`config.mk`:
```
export PLATFORM = sky130hd
export DESIGN_NAME = plfbp_mod_unit
export DESIGN_NICKNAME = d
export VERILOG_FILES = /design/src/hdl/plfbp_pkg.sv /design/src/hdl/plfbp_mod_unit.sv
export SDC_FILE = /design/constraint.sdc
export NUM_CORES = 1
export LEC_CHECK = 0
export ABC_AREA = 1
export BUFFER_PORTS_ARGS = -buffer_cell sky130_fd_sc_hd__buf_4
export CAP_MARGIN = 20
export CORE_MARGIN = 10
export CORE_UTILIZATION = 61
export CTS_CLUSTER_DIAMETER = 60
export DETAILED_ROUTE_END_ITERATION = 8
export PLACE_DENSITY = 0.89
export SKIP_CTS_REPAIR_TIMING = 1
export SLEW_MARGIN = 10
export SYNTH_ARGS = -nofsm -noshare
export SYNTH_HDL_FRONTEND = slang
export SYNTH_SLANG_ARGS = --single-unit
```
`constraint.sdc`:
```
create_clock -name clk -period 4.05 [get_ports clk]
set_input_delay 0.405 -clock clk [delete_from_list [all_inputs] [get_ports clk]]
set_output_delay 0.405 -clock clk [all_outputs]
set_load 0.02 [all_outputs]
```
`src/hdl/plfbp_pkg.sv`:
```
`timescale 1ns / 1ps
// ============================================================================
// plfbp_pkg
// Shared types and codes of the per-LUN free block pool: command and result
// payloads, operation and status codes, register indexes, sequencer states.
// ============================================================================
package plfbp_pkg;

    // Fixed field widths
    localparam int OP_W    = 2;
    localparam int CH_W    = 4;
    localparam int LUN_W   = 3;
    localparam int BLK_W   = 10;
    localparam int RND_W   = 16;
    localparam int CNT_O_W = 11;

    // Configuration port
    localparam int CFG_IDX_W  = 2;
    localparam int CFG_DATA_W = 11;
    localparam int CFG_CH_W   = 5;
    localparam int CFG_LUN_W  = 4;
    localparam int CFG_BLK_W  = 11;

    localparam logic [CFG_IDX_W-1:0] CFG_CHANNELS_IN_USE  = 2'd0;
    localparam logic [CFG_IDX_W-1:0] CFG_LUNS_PER_CHANNEL = 2'd1;
    localparam logic [CFG_IDX_W-1:0] CFG_BLOCKS_PER_LUN   = 2'd2;

    localparam logic [CFG_CH_W-1:0]  CFG_CH_RESET  = 5'd16;
    localparam logic [CFG_LUN_W-1:0] CFG_LUN_RESET = 4'd8;
    localparam logic [CFG_BLK_W-1:0] CFG_BLK_RESET = 11'd1024;

    // Operation codes; the fourth code leaves the pool untouched
    typedef enum logic [OP_W-1:0] {
        OP_LOAD = 2'd0,
        OP_GET  = 2'd1,
        OP_PUT  = 2'd2
    } op_t;

    typedef enum logic [1:0] {
        STATUS_OK     = 2'd0,
        STATUS_EMPTY  = 2'd1,
        STATUS_FULL   = 2'd2,
        STATUS_RANGE  = 2'd3
    } status_t;

    typedef struct packed {
        logic [OP_W-1:0]  operation;
        logic [CH_W-1:0]  channel;
        logic [LUN_W-1:0] lun;
        logic [BLK_W-1:0] block;
        logic             is_bad;
        logic             first_of_table;
        logic [RND_W-1:0] random_value;
    } cmd_t;

    typedef struct packed {
        status_t            status;
        logic [BLK_W-1:0]   block_out;
        logic [CNT_O_W-1:0] free_count;
    } result_t;

    typedef enum logic [2:0] {
        S_IDLE,
        S_CHECK,
        S_CNT_RD,
        S_EXEC,
        S_MOD,
        S_RD_PICK,
        S_PICK,
        S_DONE
    } state_t;

endpackage

```
`src/hdl/plfbp_mod_unit.sv`:
```
`timescale 1ns / 1ps
// ============================================================================
// plfbp_mod_unit
// Serial remainder unit: random value modulo the free count, one dividend
// bit per cycle by restoring subtraction.
// ============================================================================
module plfbp_mod_unit #(
    parameter int CNT_W  = 11,
    parameter int SLOT_W = 10
) (
    input  logic                        clk,
    input  logic                        rst_n,
    input  logic                        start,
    input  logic [plfbp_pkg::RND_W-1:0] dividend,
    input  logic [CNT_W-1:0]            divisor,
    output logic                        done,
    output logic [SLOT_W-1:0]           remainder
);

    localparam int STEP_W = $clog2(plfbp_pkg::RND_W);
    localparam logic [STEP_W-1:0] LAST_STEP = STEP_W'(plfbp_pkg::RND_W - 1);

    logic                        busy_reg, busy_next;
    logic                        done_reg, done_next;
    logic [STEP_W-1:0]           step_reg, step_next;
    logic [plfbp_pkg::RND_W-1:0] dvd_reg, dvd_next;
    logic [CNT_W-1:0]            dvs_reg, dvs_next;
    logic [CNT_W-1:0]            rem_reg, rem_next;
    logic [CNT_W:0]              trial;

    // Shift one dividend bit into the partial remainder, subtract if it fits
    always_comb
    begin
        busy_next = busy_reg;
        done_next = 1'b0;
        step_next = step_reg;
        dvd_next  = dvd_reg;
        dvs_next  = dvs_reg;
        rem_next  = rem_reg;
        trial     = {rem_reg, dvd_reg[plfbp_pkg::RND_W-1]};
        if (start)
        begin
            busy_next = 1'b1;
            step_next = '0;
            dvd_next  = dividend;
            dvs_next  = divisor;
            rem_next  = '0;
        end
        else if (busy_reg)
        begin
            dvd_next = {dvd_reg[plfbp_pkg::RND_W-2:0], 1'b0};
            if (trial >= {1'b0, dvs_reg})
                rem_next = CNT_W'(trial - {1'b0, dvs_reg});
            else
                rem_next = CNT_W'(trial);
            step_next = step_reg + 1'b1;
            if (step_reg == LAST_STEP)
            begin
                busy_next = 1'b0;
                done_next = 1'b1;
            end
        end
    end

    // Hold control state
    always_ff @(posedge clk or negedge rst_n)
    begin
        if (!rst_n)
        begin
            busy_reg <= 1'b0;
            done_reg <= 1'b0;
            step_reg <= '0;
        end
        else
        begin
            busy_reg <= busy_next;
            done_reg <= done_next;
            step_reg <= step_next;
        end
    end

    // Hold operands
    always_ff @(posedge clk)
    begin
        dvd_reg <= dvd_next;
        dvs_reg <= dvs_next;
        rem_reg <= rem_next;
    end

    assign done      = done_reg;
    assign remainder = SLOT_W'(rem_reg);

endmodule

```
# Yosys cells after proc, flatten, opt, wreduce, memory -nomap -nowiden
# Index checks and enable logic that the tools add are counted.
dict set report classes {
  reduce_logical 1
  magnitude_cmp 1
  n_addsub 2
  n_eq_ne 1
  n_mux 11
}
# op n
set op_table {}
lappend op_table {{two-way mux 16 bit} 2}
lappend op_table {{greater-or-equal comparator 12 x 11 -> 1 bit} 1}
lappend op_table {{two-way mux 11 bit} 1}
lappend op_table {{subtractor 11 bit} 1}
lappend op_table {{two-way mux 4 bit} 2}
lappend op_table {{two-way mux 1 bit} 6}
lappend op_table {{adder 4 x 1 -> 4 bit (second input constant)} 1}
lappend op_table {{equality test 4 bit (second input constant)} 1}
lappend op_table {{nonzero test 2 bit} 1}
dict set report totals {
  word_cells 22
  in_bits 30
  output_inout_bits 11
  register_bits 44
}

# Depth between registers and ports, before layout
dict set report logic_depth {
  ltp_word 4
  depth_mapped 15
  ltp_nobuf 14
}

# Worst setup path before layout
# Ideal clock, no wire load.
dict set report synth_timing {
  kind {register -> register}
  start {reg dvd_reg[15] (netlist name)}
  end {reg rem_reg[3]}
  stages_incl_launch_ff 15
  path_buffers 1
  period_less_slack_ns 1.843
  setup_ns 0.134
  setup_slack_ns 2.207
  t_required_ns 3.916
  t_arrival_ns 1.710
  cell_sequence {edfxtp_1 -> inv_1 -> ha_1 -> fa_1 -> inv_1 -> nand2_1 -> nand2_1 -> nand2_2 -> nand2_1 -> nand2_2 -> nand3_2 -> buf_6 -> nand2_1 -> nand3_2 -> o21ai_2}
}
dict set report synth_via {
  elab_chain_len 2
  word_cells_on_any_way 3
  cone_classes {add/sub (1); order compare (1); mux (1)}
}
# element line
set synth_lines {}
lappend synth_lines {{from (decl)} plfbp_mod_unit.sv:26} ;# logic [plfbp_pkg::RND_W-1:0] dvd_reg, dvd_next;
lappend synth_lines {{from (signal assigned)} plfbp_mod_unit.sv:85} ;# dvd_reg <= dvd_next;
lappend synth_lines {{subtractor 11 bit / greater-or-equal comparator 12 x 11 -> 1 bit (equally long branches)} {plfbp_mod_unit.sv:53, plfbp_mod_unit.sv:52}}
lappend synth_lines {{two-way mux 11 bit (*)} plfbp_mod_unit.sv:52} ;# if (trial >= {1'b0, dvs_reg})
lappend synth_lines {{to (signal assigned)} plfbp_mod_unit.sv:87} ;# rem_reg <= rem_next;
lappend synth_lines {{to (decl)} plfbp_mod_unit.sv:28} ;# logic [CNT_W-1:0] rem_reg, rem_next;
# Every way passes the cells marked *; elsewhere a longest branch is shown, timed or not.
# A chain may end at the register's enable or synchronous reset.

# Final worst setup path
# Same ends and word-level chain as after synthesis.

==> impl_metrics.ini <==
[sta]
clock_skew_ps = 4.84
grt_setup_unrepaired = no
hold-worst-slack_ps = 274
worst_slack_ps = 1800
tns_ps = 0
tightest_slew_ps = 799
setup_viol = 0
slew_violations = 0
max_clock_freq_mhz = 445
final-hold-violation-count = 0
finalCritPeriodShare_pct = 55.5
finalCriticalPeriod_ps = 2250
max_slew_margin_pct = 46.6

[drt]
vias_per_cell = 5.28
drt_iter0_markers = 233
drc = 0
wl_met1_um = 2390
wire_per_inst_um = 13.6
dr.max_layer_used = met4
firstDrtPassIters = 6
detail-route-antenna-nets = 0
met2_length_um = 2760
met3_length_um = 436
drt-total-wl_um = 5710
num_vias = 2213

[setup_path]
crit_path_start_kind = flop
cp_num_buf_inv = 2
path_cells = inv_1 > ha_1 > fa_1 > inv_1 > nand2_1 > nand2_1 > nand2_2 > nand2_1 > nand2_2 > nand3_2 > nand2_1 > nand3_2 > o21ai_2
endpoint_kind = flop
crit_arrival_ps = 2420
critPathMaxStageDelay_ps = 400
critPathKind = reg2reg
crit_top_cell = nand2_1
path_delay_family = simple AND/OR/NAND/NOR gates
required_ps = 4220
cpMaxStageDelayCell = fa_1
crit_fanout = 12

[synthesis]
synth_area_leaders = edfxtp_1 (30%), nand2_1 (16%), inv_1 (8.3%), dfxtp_1 (8.3%), dfrtp_1 (5.6%)
synthArstFlopShare_pct = 13.6
syn_inst = 339
synth_area_um2 = 2660
yosysWarnings = 0
synth-seq-cells = 44
ys_seq_area_share_pct = 44.3
synth_top_area_share_pct = 30.4
synth_area_per_cell_um2 = 7.86
synth_enable_flop_cells = 27
synthFlopType = edfxtp_1
syn_nets = 382
yosysUniqueCellTypes = 29
yosysTopAreaCell = edfxtp_1

[clock_network]
clockRootBuffer = clkbuf_8
cts_tree = built
cts.path.max_buffers = 2
clk_pin_slew_ps = 80
insertion_delay_ps = 300
numCtsBuffers = 5
htree_levels = 2
cts.sinks = 44

[layout]
syn_to_final_growth_pct = 11.6
final_common_cell = nand2_1
final_cell_area_um2 = 2970
final_cell_mix = nand2_1 (117), inv_1 (59), buf_4 (40)
largest_reg_flops = 16
final_nets = 411
fin_cells = 419
utilization_pct = 72.2
drive_above_1_share_pct = 17.6
antennaDiodeCount = 0

[floorplanning]
dieHeight_um = 86.1
row_count = 23
die_x_um = 86.1
die_area_um2 = 7410
num_io_pins = 41
initial_core_util_pct = 64.7
coreArea_um2 = 4120

[place]
place_inst = 410
place_area_um2 = 2880
dpl.hpwl_um = 4340
gp_congestion = 0.972
dp_worst_setup_slack_ps = 1830
port_buffers = 40

[global_route]
grt_pass1_vias = 2181
grt_use_total_pct = 15.9
grt_overflow = 0
grt_first_pass_wirelength_um = 9590
grt_start_max_net_pins = 34
antenna_found_initial = 0

[run]
maxCapViolCount = 0

[outcome]
outcome = complete, no violations

[power]
power_per_cell_area_nw_per_um2 = 603
finalPower_mw = 1.79
ir_drop_mv = 0.293
total_leakage_power_nw = 1.57

[worst_hold_path]
hold_path_class = in2reg
[power breakdown]
group          switching, mW  leakage (nW)  internal (mW)
logic                  0.578          1.08          0.342
clock network          0.142        0.0403          0.118
registers             0.0582         0.452          0.554
total                  0.778          1.57           1.01
[layer usage]
metal  vias up  GRT usage (%)
met5         -              0
met4         0           6.89
met3        17           5.20
met2        82           27.0
met1       996           17.9
li1       1118              -
[final timing paths]
| kind | startpoint | to | slack [ps] | cells past startpoint |
|---|---|---|---|---|
| setup / recovery | dvd_reg[15]$_DFFE_PP_ | rem_reg[3]$_SDFFE_PP0P_ | 1800 | 13 |
| hold / removal | divisor[10] | dvs_reg[10]$_DFFE_PP_ | 270 | 1 |
| setup reg to reg | dvd_reg[15]$_DFFE_PP_ | rem_reg[3]$_SDFFE_PP0P_ | 1800 | 13 |
| hold reg to reg | rem_reg[10]$_SDFFE_PP0P_ | rem_reg[10]$_SDFFE_PP0P_ | 480 | 2 |
| max in group asynchronous | rst_n | step_reg[0]$_DFFE_PN0P_ | 3500 | 2 |
| min in group asynchronous | rst_n | step_reg[3]$_DFFE_PN0P_ | 440 | 2 |
[cells in the mapped netlist, types with 2 or more instances]
master and count:
inv_1 59, nand3_2 8, o21ai_1 3, a21oi_1 4
nand4_1 14, nand2_2 7, nor2_1 12, buf_2 2
ha_1 12, dfxtp_1 11, buf_4 11, dfrtp_1 6
buf_6 4, nand3_1 19, xor2_1 3, edfxtp_1 27
o21ai_0 3, nand2_1 117, nor3_1 5, inv_2 2
clkbuf_1 2
[kinds of logic (layout without fill, tap and decap cells)]
logic type | after synthesis | count (layout) | synth area share (%)
flops | 44 | 44 | 44.3
compound gates | 13 | 13 | 2.77
fa+ha+maj | 13 | 13 | 6.39
simple gates | 185 | 185 | 31.3
xor+xnor | 3 | 3 | 0.987
buf+inv | 81 | 111 | 14.2
[layout make-up]
cell class	instances	area (µm²)
clock buffers	6	72.6
clock inverters	2	7.51
fillers	317	1140
inverters	62	233
multi-input cells	214	1100
flip-flops and latches	44	1180
well taps	50	62.6
repair buffers	41	310
No activity file was read; power rests on OpenSTA's default activity.
