## src/hdl/plfbp_count_store.sv

```systemverilog
`timescale 1ns / 1ps
// ============================================================================
// plfbp_count_store
// Free count of every pool: a memory with registered read and one valid
// flop per pool, so a pool never written since reset reads as zero.
// ============================================================================
module plfbp_count_store #(
    parameter int POOLS  = 128,
    parameter int POOL_W = 7,
    parameter int CNT_W  = 11
) (
    input  logic              clk,
    input  logic              rst_n,
    input  logic [POOL_W-1:0] rd_addr,
    input  logic              wr_en,
    input  logic [POOL_W-1:0] wr_addr,
    input  logic [CNT_W-1:0]  wr_data,
    output logic [CNT_W-1:0]  rd_count
);

    logic [CNT_W-1:0] mem [POOLS];
    logic [POOLS-1:0] valid_reg;
    logic [CNT_W-1:0] rdata_reg;
    logic             rvalid_reg;

    // Write and read the count memory
    always_ff @(posedge clk)
    begin
        if (wr_en)
            mem[wr_addr] <= wr_data;
        rdata_reg <= mem[rd_addr];
    end

    // Mark pools written since reset
    always_ff @(posedge clk or negedge rst_n)
    begin
        if (!rst_n)
        begin
            valid_reg  <= '0;
            rvalid_reg <= 1'b0;
        end
        else
        begin
            if (wr_en)
                valid_reg[wr_addr] <= 1'b1;
            rvalid_reg <= valid_reg[rd_addr];
        end
    end

    assign rd_count = rvalid_reg ? rdata_reg : '0;

endmodule

```

## config.mk

```make
export PLATFORM = sky130hd
export DESIGN_NAME = plfbp_count_store
export DESIGN_NICKNAME = d
export VERILOG_FILES = /design/src/hdl/plfbp_count_store.sv
export SDC_FILE = /design/constraint.sdc
export NUM_CORES = 1
export LEC_CHECK = 0
export ABC_AREA = 0
export BUFFER_PORTS_ARGS = -buffer_cell sky130_fd_sc_hd__buf_2
export CAP_MARGIN = 20
export CORE_MARGIN = 2
export CORE_UTILIZATION = 68
export DETAILED_ROUTE_END_ITERATION = 10
export GPL_TIMING_DRIVEN = 0
export MAX_ROUTING_LAYER = met4
export PLACE_DENSITY = 0.85
export SLEW_MARGIN = 20
export SYNTH_ARGS = -nofsm -noshare
export SYNTH_HDL_FRONTEND = slang
export SYNTH_SLANG_ARGS = --single-unit
export TNS_END_PERCENT = 50
```

## constraint.sdc

```tcl
create_clock -name clk -period 3.65 [get_ports clk]
set_input_delay 0.73 -clock clk [delete_from_list [all_inputs] [get_ports clk]]
set_output_delay 0.73 -clock clk [all_outputs]
set_load 0.02 [all_outputs]
```

==> results.sh, run 1 <==
export IMPL_number_of_antenna_violations_at_the_first_check_in_global_routing=27
export IMPL_initial_utilization_pct=68.6
export IMPL_maximum_number_of_pins_on_one_net_before_global_route_repair=117
export IMPL_first_error="[ERROR GRT-0228] Horizontal edge usage exceeds the maximum allowed. (3, 32) usage=65535 limit=3000"
export IMPL_synth_top_flop_cell="sky130_fd_sc_hd__edfxtp_1"
export IMPL_ys_top_cells_by_count="sky130_fd_sc_hd__edfxtp_1, sky130_fd_sc_hd__mux4_2, sky130_fd_sc_hd__nor2_1"
export IMPL_mappedNetlistNets=2549
export IMPL_setup_fix_bufs_post_cts=0
export IMPL_synthMostInstantiatedCell="sky130_fd_sc_hd__edfxtp_1"
export IMPL_cts_max_path_buffers=3
export IMPL_die_height_um=300
export IMPL_yosys_top_cells_area="sky130_fd_sc_hd__edfxtp_1, sky130_fd_sc_hd__mux4_2, sky130_fd_sc_hd__dfrtp_1"
export IMPL_worst_endpoint_kind="register input"
export IMPL_grt_repair_worst_endpoint="rdata_reg[0]$_DFF_P_/D"
export IMPL_synth_compound_area_share_pct=0.820
export IMPL_cts_made_buffers=148
export IMPL_gpl_final_weighted_congestion=0.944
export IMPL_yosys_area_share_xor_xnor_pct=0
export IMPL_run_status="aborted with a tool error"
export IMPL_synthDistinctLibCells=22
export IMPL_largest_family_of_logic_cells_by_synthesized_area="multiplexers"
export IMPL_synth_edff_count=1408
export IMPL_yosys_area_share_simple_pct=1.93
export IMPL_buffer_ports_inserted=30
export IMPL_io_pins=39
export IMPL_haltStage="global routing (5_1_grt)"
export IMPL_netlist_area_um2=59500
export IMPL_placement_rows=108
export IMPL_yosys_area_top_type_share_pct=71.0
export IMPL_ys_warnings_count=0
export IMPL_synth_fa_ha_area_share_pct=0
export IMPL_clock_sinks=1548
export IMPL_synthArstFlopShare_pct=8.33
export IMPL_dpl_hpwl_um=105000
export IMPL_floorplan_die_width_um=300
export IMPL_mux_share_of_post_synthesis_cell_area_pct=19.3
export IMPL_ctsHtreeMaxLevel=4
export IMPL_synthesis_area_per_instance_um2=23.6
export IMPL_flip_flop_and_latch_count_after_synthesis=1548
export IMPL_synth_top_area_cell="sky130_fd_sc_hd__edfxtp_1"
export IMPL_syn_instance_count=2521
export IMPL_cts_root_buffer="sky130_fd_sc_hd__clkbuf_16"
export IMPL_ys_seq_area_share_pct=76.8
## metrics by stage
stage                     setup TNS [ns]  setup slack, ns  cell area, µm²  instances
after CTS                        -0.0914          -0.0126           66500       3995
after floorplan                        0            0.399           59500       2521
after global placement           -137.70            -1.01           61100       3706
after detailed placement         -195.21            -1.19           61600       3722
## what timing repair did
item / in CTS
pin swaps: 0
hold buffers: 1
gates cloned: 0
resized for setup: 20
endpoints found under the hold margin: 57
endpoints found under the setup margin: 26
## kinds of logic after synthesis
group,Yosys count
AND/OR/NAND/NOR,241
flip-flops,1548
multiplexers,516
buffers and inverters,151
AO/OA/AOI/OAI,65
==> run 2, diff against run 1 <==
--- a/config.mk
+++ b/config.mk
@@ -9,11 +9,10 @@
 export BUFFER_PORTS_ARGS = -buffer_cell sky130_fd_sc_hd__buf_2
 export CAP_MARGIN = 20
 export CORE_MARGIN = 2
-export CORE_UTILIZATION = 68
+export CORE_UTILIZATION = 40
 export DETAILED_ROUTE_END_ITERATION = 10
 export GPL_TIMING_DRIVEN = 0
-export MAX_ROUTING_LAYER = met4
-export PLACE_DENSITY = 0.85
+export PLACE_DENSITY_LB_ADDON = 0.15
 export SLEW_MARGIN = 20
 export SYNTH_ARGS = -nofsm -noshare
 export SYNTH_HDL_FRONTEND = slang
==> run 2 against run 1 <==
The flow now finishes, with violations (setup timing). Synthesized area did not move. Synthesized cell count unchanged.
==> results.sh, run 2 <==
export IMPL_largest_family_of_logic_cells_by_synthesized_area="multiplexers"
export IMPL_gr_usage_all_layers_pct=21.4
export IMPL_drt_antenna_violating_nets=0
export IMPL_io_pins=39
export IMPL_tightestPinTransition_ns=1.12
export IMPL_numPlacedInstances=4512
export IMPL_placement_rows=141
export IMPL_synthMostInstantiatedCell="sky130_fd_sc_hd__edfxtp_1"
export IMPL_launch_point_of_the_worst_reg_to_reg_path="mem[62][4]$_DFFE_PP_"
export IMPL_dpl_hpwl_um=109000
export IMPL_number_of_antenna_violations_at_the_first_check_in_global_routing=17
export IMPL_setup_viol=4
export IMPL_finalCritPeriodShare_pct=101
export IMPL_layout_cells_non_filler=4823
export IMPL_dr_total_vias=27700
export IMPL_worstPathMaxFanout=10
export IMPL_cts_max_path_buffers=3
export IMPL_initial_drt_pass_iterations=5
export IMPL_worstSkewPairLatency_ns=0.80
export IMPL_hold_path_startpoint="rd_addr[5]"
export IMPL_grt_pass1_wl_um=225000
export IMPL_synth_fa_ha_area_share_pct=0
export IMPL_clock_sinks=1548
export IMPL_timing_reg2reg_worst_path_depth=4
export IMPL_synth_top_area_cell="sky130_fd_sc_hd__edfxtp_1"
export IMPL_fmaxAchievable_mhz=272
export IMPL_drv_slew=0
export IMPL_route_detailed_drc=0
export IMPL_floorplan_die_width_um=390
export IMPL_final_layout_size_suffix_gt1_share_pct=37.5
export IMPL_crit_path_frequent_cell="sky130_fd_sc_hd__mux4_2"
export IMPL_power_leakage_nw=21.9
export IMPL_final_critical_path_setup_slack_ns=-0.0211
export IMPL_min_delay_path_depth=2
export IMPL_core_area_um2=148000
export IMPL_netlist_area_um2=59500
export IMPL_ys_seq_area_share_pct=76.8
export IMPL_critPathCaptureType="flip-flop"
export IMPL_cts_root_buffer="sky130_fd_sc_hd__clkbuf_16"
export IMPL_synth_edff_count=1408
export IMPL_syn_instance_count=2521
export IMPL_mappedNetlistNets=2549
export IMPL_die_height_um=390
export IMPL_synthDistinctLibCells=22
export IMPL_power_ir_vdd_worst_mv=0.495
export IMPL_grt_pass1_vias=29000
export IMPL_ys_top_cells_by_count="sky130_fd_sc_hd__edfxtp_1, sky130_fd_sc_hd__mux4_2, sky130_fd_sc_hd__nor2_1"
export IMPL_critical_path_class="primary input to flip-flop"
export IMPL_cp_launch_point="rd_addr[2]"
export IMPL_worst_hold_path_type="primary input to flip-flop"
export IMPL_grt_ovfl_total=0
export IMPL_required_ns=4.33
export IMPL_timing_critical_path_max_delay_family="multiplexers"
export IMPL_initial_utilization_pct=40.3
export IMPL_ys_warnings_count=0
export IMPL_cp_cell_sequence="clkbuf_1 -> clkbuf_2 -> buf_1 -> mux4_2 -> mux4_2 -> mux4_2 -> mux2_2"
export IMPL_unrepaired_setup_endpoints_after_global_routing="false"
export IMPL_wire_length_reported_by_the_detailed_router_um=160000
export IMPL_period_needed_ns=3.67
export IMPL_largest_register_ff_count=1408
export IMPL_cts_made_buffers=164
export IMPL_worstSetupPathDepth=7
export IMPL_final_core_util_pct=46.4
export IMPL_violations="setup timing"
export IMPL_flip_flop_and_latch_count_after_synthesis=1548
export IMPL_run_status="finished with violations"
export IMPL_power_per_cell_area_nw_per_um2=563
export IMPL_gpl_final_weighted_congestion=0.850
export IMPL_synth_top_flop_cell="sky130_fd_sc_hd__edfxtp_1"
export IMPL_maximum_number_of_pins_on_one_net_before_global_route_repair=97
export IMPL_tritoncts="yes"
export IMPL_yosys_area_share_simple_pct=1.93
export IMPL_nNetsFinal=2780
export IMPL_vias_per_cell=5.75
export IMPL_synthesis_area_per_instance_um2=23.6
export IMPL_yosys_area_top_type_share_pct=71.0
export IMPL_layout_area_overhead_vs_synth_pct=15.1
export IMPL_hold_viol_final=0
export IMPL_buffer_ports_inserted=30
export IMPL_cts_clock_pin_slew_for_the_worst_setup_and_hold_paths_ns=0.06
export IMPL_worst_slew_margin_rel_pct=25.4
export IMPL_p_total_mw=38.6
export IMPL_synth_compound_area_share_pct=0.820
export IMPL_synthArstFlopShare_pct=8.33
export IMPL_yosys_area_share_xor_xnor_pct=0
export IMPL_critical_path_slowest_cell="sky130_fd_sc_hd__buf_1"
export IMPL_start_kind="primary input"
export IMPL_setup_fix_bufs_post_cts=0
export IMPL_detail_route_wl_per_cell_um=33.2
export IMPL_final_cell_mix="sky130_fd_sc_hd__edfxtp_1, sky130_fd_sc_hd__mux4_2, sky130_fd_sc_hd__clkbuf_16"
export IMPL_max_cap_violations=0
export IMPL_yosys_top_cells_area="sky130_fd_sc_hd__edfxtp_1, sky130_fd_sc_hd__mux4_2, sky130_fd_sc_hd__dfrtp_1"
export IMPL_slowest_delay_ns=0.63
export IMPL_ctsHtreeMaxLevel=4
export IMPL_drt_initial_drc_count=3009
export IMPL_worst_clock_skew_ns=0.0358
export IMPL_number_of_buffer_and_inverter_instances_along_the_worst_setup_path=3
export IMPL_mux_share_of_post_synthesis_cell_area_pct=19.3
export IMPL_die_area_um2=152000
export IMPL_timing_critical_path_arrival_ns=4.35
export IMPL_layout_commonest_cell="sky130_fd_sc_hd__edfxtp_1"
[run 2: path summary, 6_finish.rpt]
path,endpoint,slack [ns]
setup / recovery,rdata_reg[9]$_DFF_P_,-0.02
hold reg to reg,valid_reg[87]$_DFFE_PN0P_,0.46
min in group asynchronous,valid_reg[49]$_DFFE_PN0P_,0.49
setup reg to reg,rdata_reg[4]$_DFF_P_,1.14
hold / removal,rdata_reg[10]$_DFF_P_,0.23
max in group asynchronous,valid_reg[61]$_DFFE_PN0P_,2.32
[run 2: logic make-up (layout without fill, tap and decap cells)]
family / after synthesis / in the layout
AOI/OAI and AO/OA: 65 / 65
buffers and inverters: 151 / 517
DFF: 1548 / 1548
muxes: 516 / 516
other: 0 / 6
and+or+nand+nor: 241 / 241
[run 2: power breakdown]
group / switching [mW] / internal, mW / total (mW)
sequential: 0.121 / 19.6 / 19.7
combinational: 1.41 / 0.962 / 2.37
clock: 6.81 / 9.67 / 16.5
total: 8.34 / 30.2 / 38.6
[run 2: metrics by stage]
step	setup slack [ns]	hold WS [ns]	instance area [µm²]	TNS [ns]
after detailed placement	-1.44	0.448	63000	-260.01
after CTS	0.00717	0.173	68400	0
after floorplan	0.399	0.434	59500	0
after global routing	0.00315	0.215	68500	0
final	-0.0211	0.232	68500	-0.0562
after global placement	-1.40	0.446	62100	-690.47
[run 2: final cells by class]
type | count | area, µm²
buffer | 146 | 708
clock buffer | 217 | 4490
sequential | 1548 | 45700
clock inverter | 84 | 848
timing repair buffer | 65 | 902
multi-input combinational | 822 | 13400
tap | 1930 | 2410
inverter | 5 | 18.8
antenna | 6 | 15.0
fill | 12000 | 79100
[run 2: timing repair]
action	4_1_cts	5_1_grt
gates resized for setup	21	10
gates cloned	0	0
endpoints found under the hold margin	47	0
hold buffers	1	0
endpoints found under the setup margin	12	10
[run 2: layer usage]
metal	global-route usage (%)	vias to the layer above	share of wire [%]
li1	-	11100	-
met5	0	-	0.034
met3	4.45	257	6.6
met2	34.2	945	48
met1	29.5	15400	42
met4	7.10	8	3.2
Note: power is estimated with default switching activity, not from simulation.
==> run 3, diff against run 2 <==
--- a/config.mk
+++ b/config.mk
@@ -13,7 +13,8 @@
 export DETAILED_ROUTE_END_ITERATION = 10
 export GPL_TIMING_DRIVEN = 0
 export PLACE_DENSITY_LB_ADDON = 0.15
-export SLEW_MARGIN = 20
+export SETUP_SLACK_MARGIN = 0.2
+export SLEW_MARGIN = 25
 export SYNTH_ARGS = -nofsm -noshare
 export SYNTH_HDL_FRONTEND = slang
 export SYNTH_SLANG_ARGS = --single-unit
==> run 3 against run 2 <==
The run now ends clean. Final cell count is essentially flat. Sequential cell count is the same. Highest routed layer is now met4. Worst setup slack gained 0.29 ns. Combinational power is essentially flat.
==> results.sh, run 3 (synthesis gave the netlist of run 2 again) <==
export IMPL_run_status="finished, final reports clean"
export IMPL_fmaxAchievable_mhz=296
export IMPL_worst_slew_margin_rel_pct=29.8
export IMPL_numPlacedInstances=4512
export IMPL_hold_path_startpoint="rd_addr[5]"
export IMPL_layout_area_overhead_vs_synth_pct=15.3
export IMPL_ctsHtreeMaxLevel=4
export IMPL_power_clock_fraction_pct=42.9
export IMPL_p_int_mw=30.4
export IMPL_critical_path_slowest_cell="sky130_fd_sc_hd__clkbuf_1"
export IMPL_final_critical_path_setup_slack_ns=0.272
export IMPL_start_kind="primary input"
export IMPL_die_area_um2=152000
export IMPL_placement_rows=141
export IMPL_netSwitchingFraction_pct=21.5
export IMPL_buffer_ports_inserted=30
export IMPL_place_area_um2=63100
export IMPL_tightestPinTransition_ns=1.05
export IMPL_number_of_antenna_violations_at_the_first_check_in_global_routing=17
export IMPL_unrepaired_setup_endpoints_after_global_routing="false"
export IMPL_power_ir_vdd_worst_mv=0.539
export IMPL_initial_utilization_pct=40.3
export IMPL_pwr_share_comb_pct=6.1
export IMPL_dpl_hpwl_um=110000
export IMPL_layout_cells_non_filler=4822
export IMPL_route_detailed_drc=0
export IMPL_power_leakage_nw=22.0
export IMPL_maximum_number_of_pins_on_one_net_before_global_route_repair=97
export IMPL_power_switching_mw=8.33
export IMPL_cts_made_buffers=162
export IMPL_launch_point_of_the_worst_reg_to_reg_path="mem[62][4]$_DFFE_PP_"
export IMPL_dr_total_vias=27800
export IMPL_grt_pass1_wl_um=224000
export IMPL_timing_critical_path_arrival_ns=4.07
export IMPL_preCtsSetupSlack_ns=-1.30
export IMPL_drt_antenna_violating_nets=0
export IMPL_timing_reg2reg_worst_path_depth=4
export IMPL_postLayoutCellArea_um2=68600
export IMPL_finalCritPeriodShare_pct=92.6
export IMPL_core_area_um2=148000
export IMPL_final_layout_size_suffix_gt1_share_pct=38.4
export IMPL_critPathCaptureType="flip-flop"
export IMPL_crit_path_frequent_cell="sky130_fd_sc_hd__clkbuf_1"
export IMPL_sequentialPowerShare_pct=50.9
export IMPL_vias_per_cell=5.77
export IMPL_required_ns=4.34
export IMPL_largest_register_ff_count=1408
export IMPL_nNetsFinal=2775
export IMPL_worst_hold_path_type="primary input to flip-flop"
export IMPL_cp_launch_point="rd_addr[4]"
export IMPL_max_cap_violations=0
export IMPL_initial_drt_pass_iterations=5
export IMPL_critical_path_class="primary input to flip-flop"
export IMPL_gpl_final_weighted_congestion=0.850
export IMPL_worst_clock_skew_ns=0.0269
export IMPL_drv_slew=0
export IMPL_drt_initial_drc_count=3129
export IMPL_hold_viol_final=0
export IMPL_cts_max_path_buffers=3
export IMPL_layout_commonest_cell="sky130_fd_sc_hd__edfxtp_1"
export IMPL_min_delay_path_depth=2
export IMPL_io_pins=39
export IMPL_final_fill_count=11900
export IMPL_period_needed_ns=3.38
export IMPL_final_cell_mix="sky130_fd_sc_hd__edfxtp_1, sky130_fd_sc_hd__mux4_2, sky130_fd_sc_hd__clkbuf_16"
export IMPL_cts_root_buffer="sky130_fd_sc_hd__clkbuf_16"
export IMPL_worstPathMaxFanout=10
export IMPL_detail_route_wl_per_cell_um=33.2
export IMPL_multi_input_area_um2=13400
export IMPL_grt_ovfl_total=0
export IMPL_floorplan_die_width_um=390
export IMPL_regArea_um2=45700
export IMPL_setup_viol=0
export IMPL_cts_clock_pin_slew_for_the_worst_setup_and_hold_paths_ns=0.06
export IMPL_gr_usage_all_layers_pct=21.3
export IMPL_wire_length_reported_by_the_detailed_router_um=160000
export IMPL_setup_fix_bufs_post_cts=0
export IMPL_cp_cell_sequence="clkbuf_1 -> clkbuf_1 -> clkbuf_1 -> mux4_2 -> mux4_2 -> mux2_2"
export IMPL_tritoncts="yes"
export IMPL_die_height_um=390
export IMPL_worstSkewPairLatency_ns=0.80
export IMPL_clock_sinks=1548
export IMPL_power_per_cell_area_nw_per_um2=564
export IMPL_grt_pass1_vias=29000
export IMPL_slowest_delay_ns=0.80
==> run 3: cell count changes in the layout (fill, tap and decap cells not counted), moves of 4 or more <==
cell / change
sky130_fd_sc_hd__clkbuf_1: -10
sky130_fd_sc_hd__clkinv_2: -12
sky130_fd_sc_hd__nor2_1: -18
sky130_fd_sc_hd__buf_2: +5
sky130_fd_sc_hd__nor2_2: +18
sky130_fd_sc_hd__buf_1: -6
sky130_fd_sc_hd__clkbuf_8: +11
sky130_fd_sc_hd__clkbuf_2: +7
sky130_fd_sc_hd__diode_2: +4
==> run 3: power by group through the flow <==
stage                     sequential, mW  combinational, mW  clock, mW
after floorplan                     20.1               1.24          0
after global placement              20.1               2.27          0
after detailed placement            20.1               2.39          0
after CTS                           19.7               2.40       16.9
after global routing                19.7               2.48       17.6
final                               19.7               2.38       16.6
==> run 3: routing by layer <==
layer  track usage, %  vias to the layer above  wire length [µm]
met5                0                        -                 0
li1                 -                    11100                 -
met2             34.3                     1003             77700
met3             3.91                      221             10000
met4             6.47                        0              4290
met1             29.9                    15400             68200
==> run 3: metrics by stage <==
step / hold slack, ns / TNS, ns / util, % / total power, mW
after floorplan: 0.434 / 0 / - / 21.3
after global placement: 0.446 / -690.47 / 42.0 / 22.4
after detailed placement: 0.448 / -154.06 / 42.7 / 22.5
after CTS: 0.170 / 0 / 46.4 / 39.1
after global routing: 0.200 / 0 / 46.5 / 39.8
final: 0.228 / 0 / 46.5 / 38.7
==> run 3: path summary, 6_finish.rpt <==
path	end	slack (ns)
max	rdata_reg[2]$_DFF_P_	0.27
min in group asynchronous	valid_reg[49]$_DFFE_PN0P_	0.49
max reg2reg	rdata_reg[4]$_DFF_P_	1.14
min reg2reg	valid_reg[1]$_DFFE_PN0P_	0.46
min	rdata_reg[10]$_DFF_P_	0.23
max in group asynchronous	valid_reg[60]$_DFFE_PN0P_	2.32
==> run 3: area by class of cell <==
| cell class | instances | share of cell area (%) |
|---|---|---|
| flip-flops and latches | 1548 | 66.6 |
| repair buffers | 62 | 1.29 |
| clock inverters | 76 | 1.17 |
| inverters | 5 | 0.0273 |
| diodes | 10 | 0.0365 |
| multi-input cells | 822 | 19.6 |
| well taps | 1930 | 3.52 |
| clock buffers | 223 | 6.70 |
| plain buffers | 146 | 1.05 |
==> run 3: worst max-delay path, delay by kind of cell <==
family,cells,cell delay [ns]
mux,3,1.37
buf+inv,3,1.92
==> run 3: what timing repair did <==
item | 4_1_cts | 5_1_grt
gates resized for setup | 30 | 0
hold buffers | 1 | 0
endpoints found under the hold margin | 47 | 0
setup endpoints to repair | 12 | 0
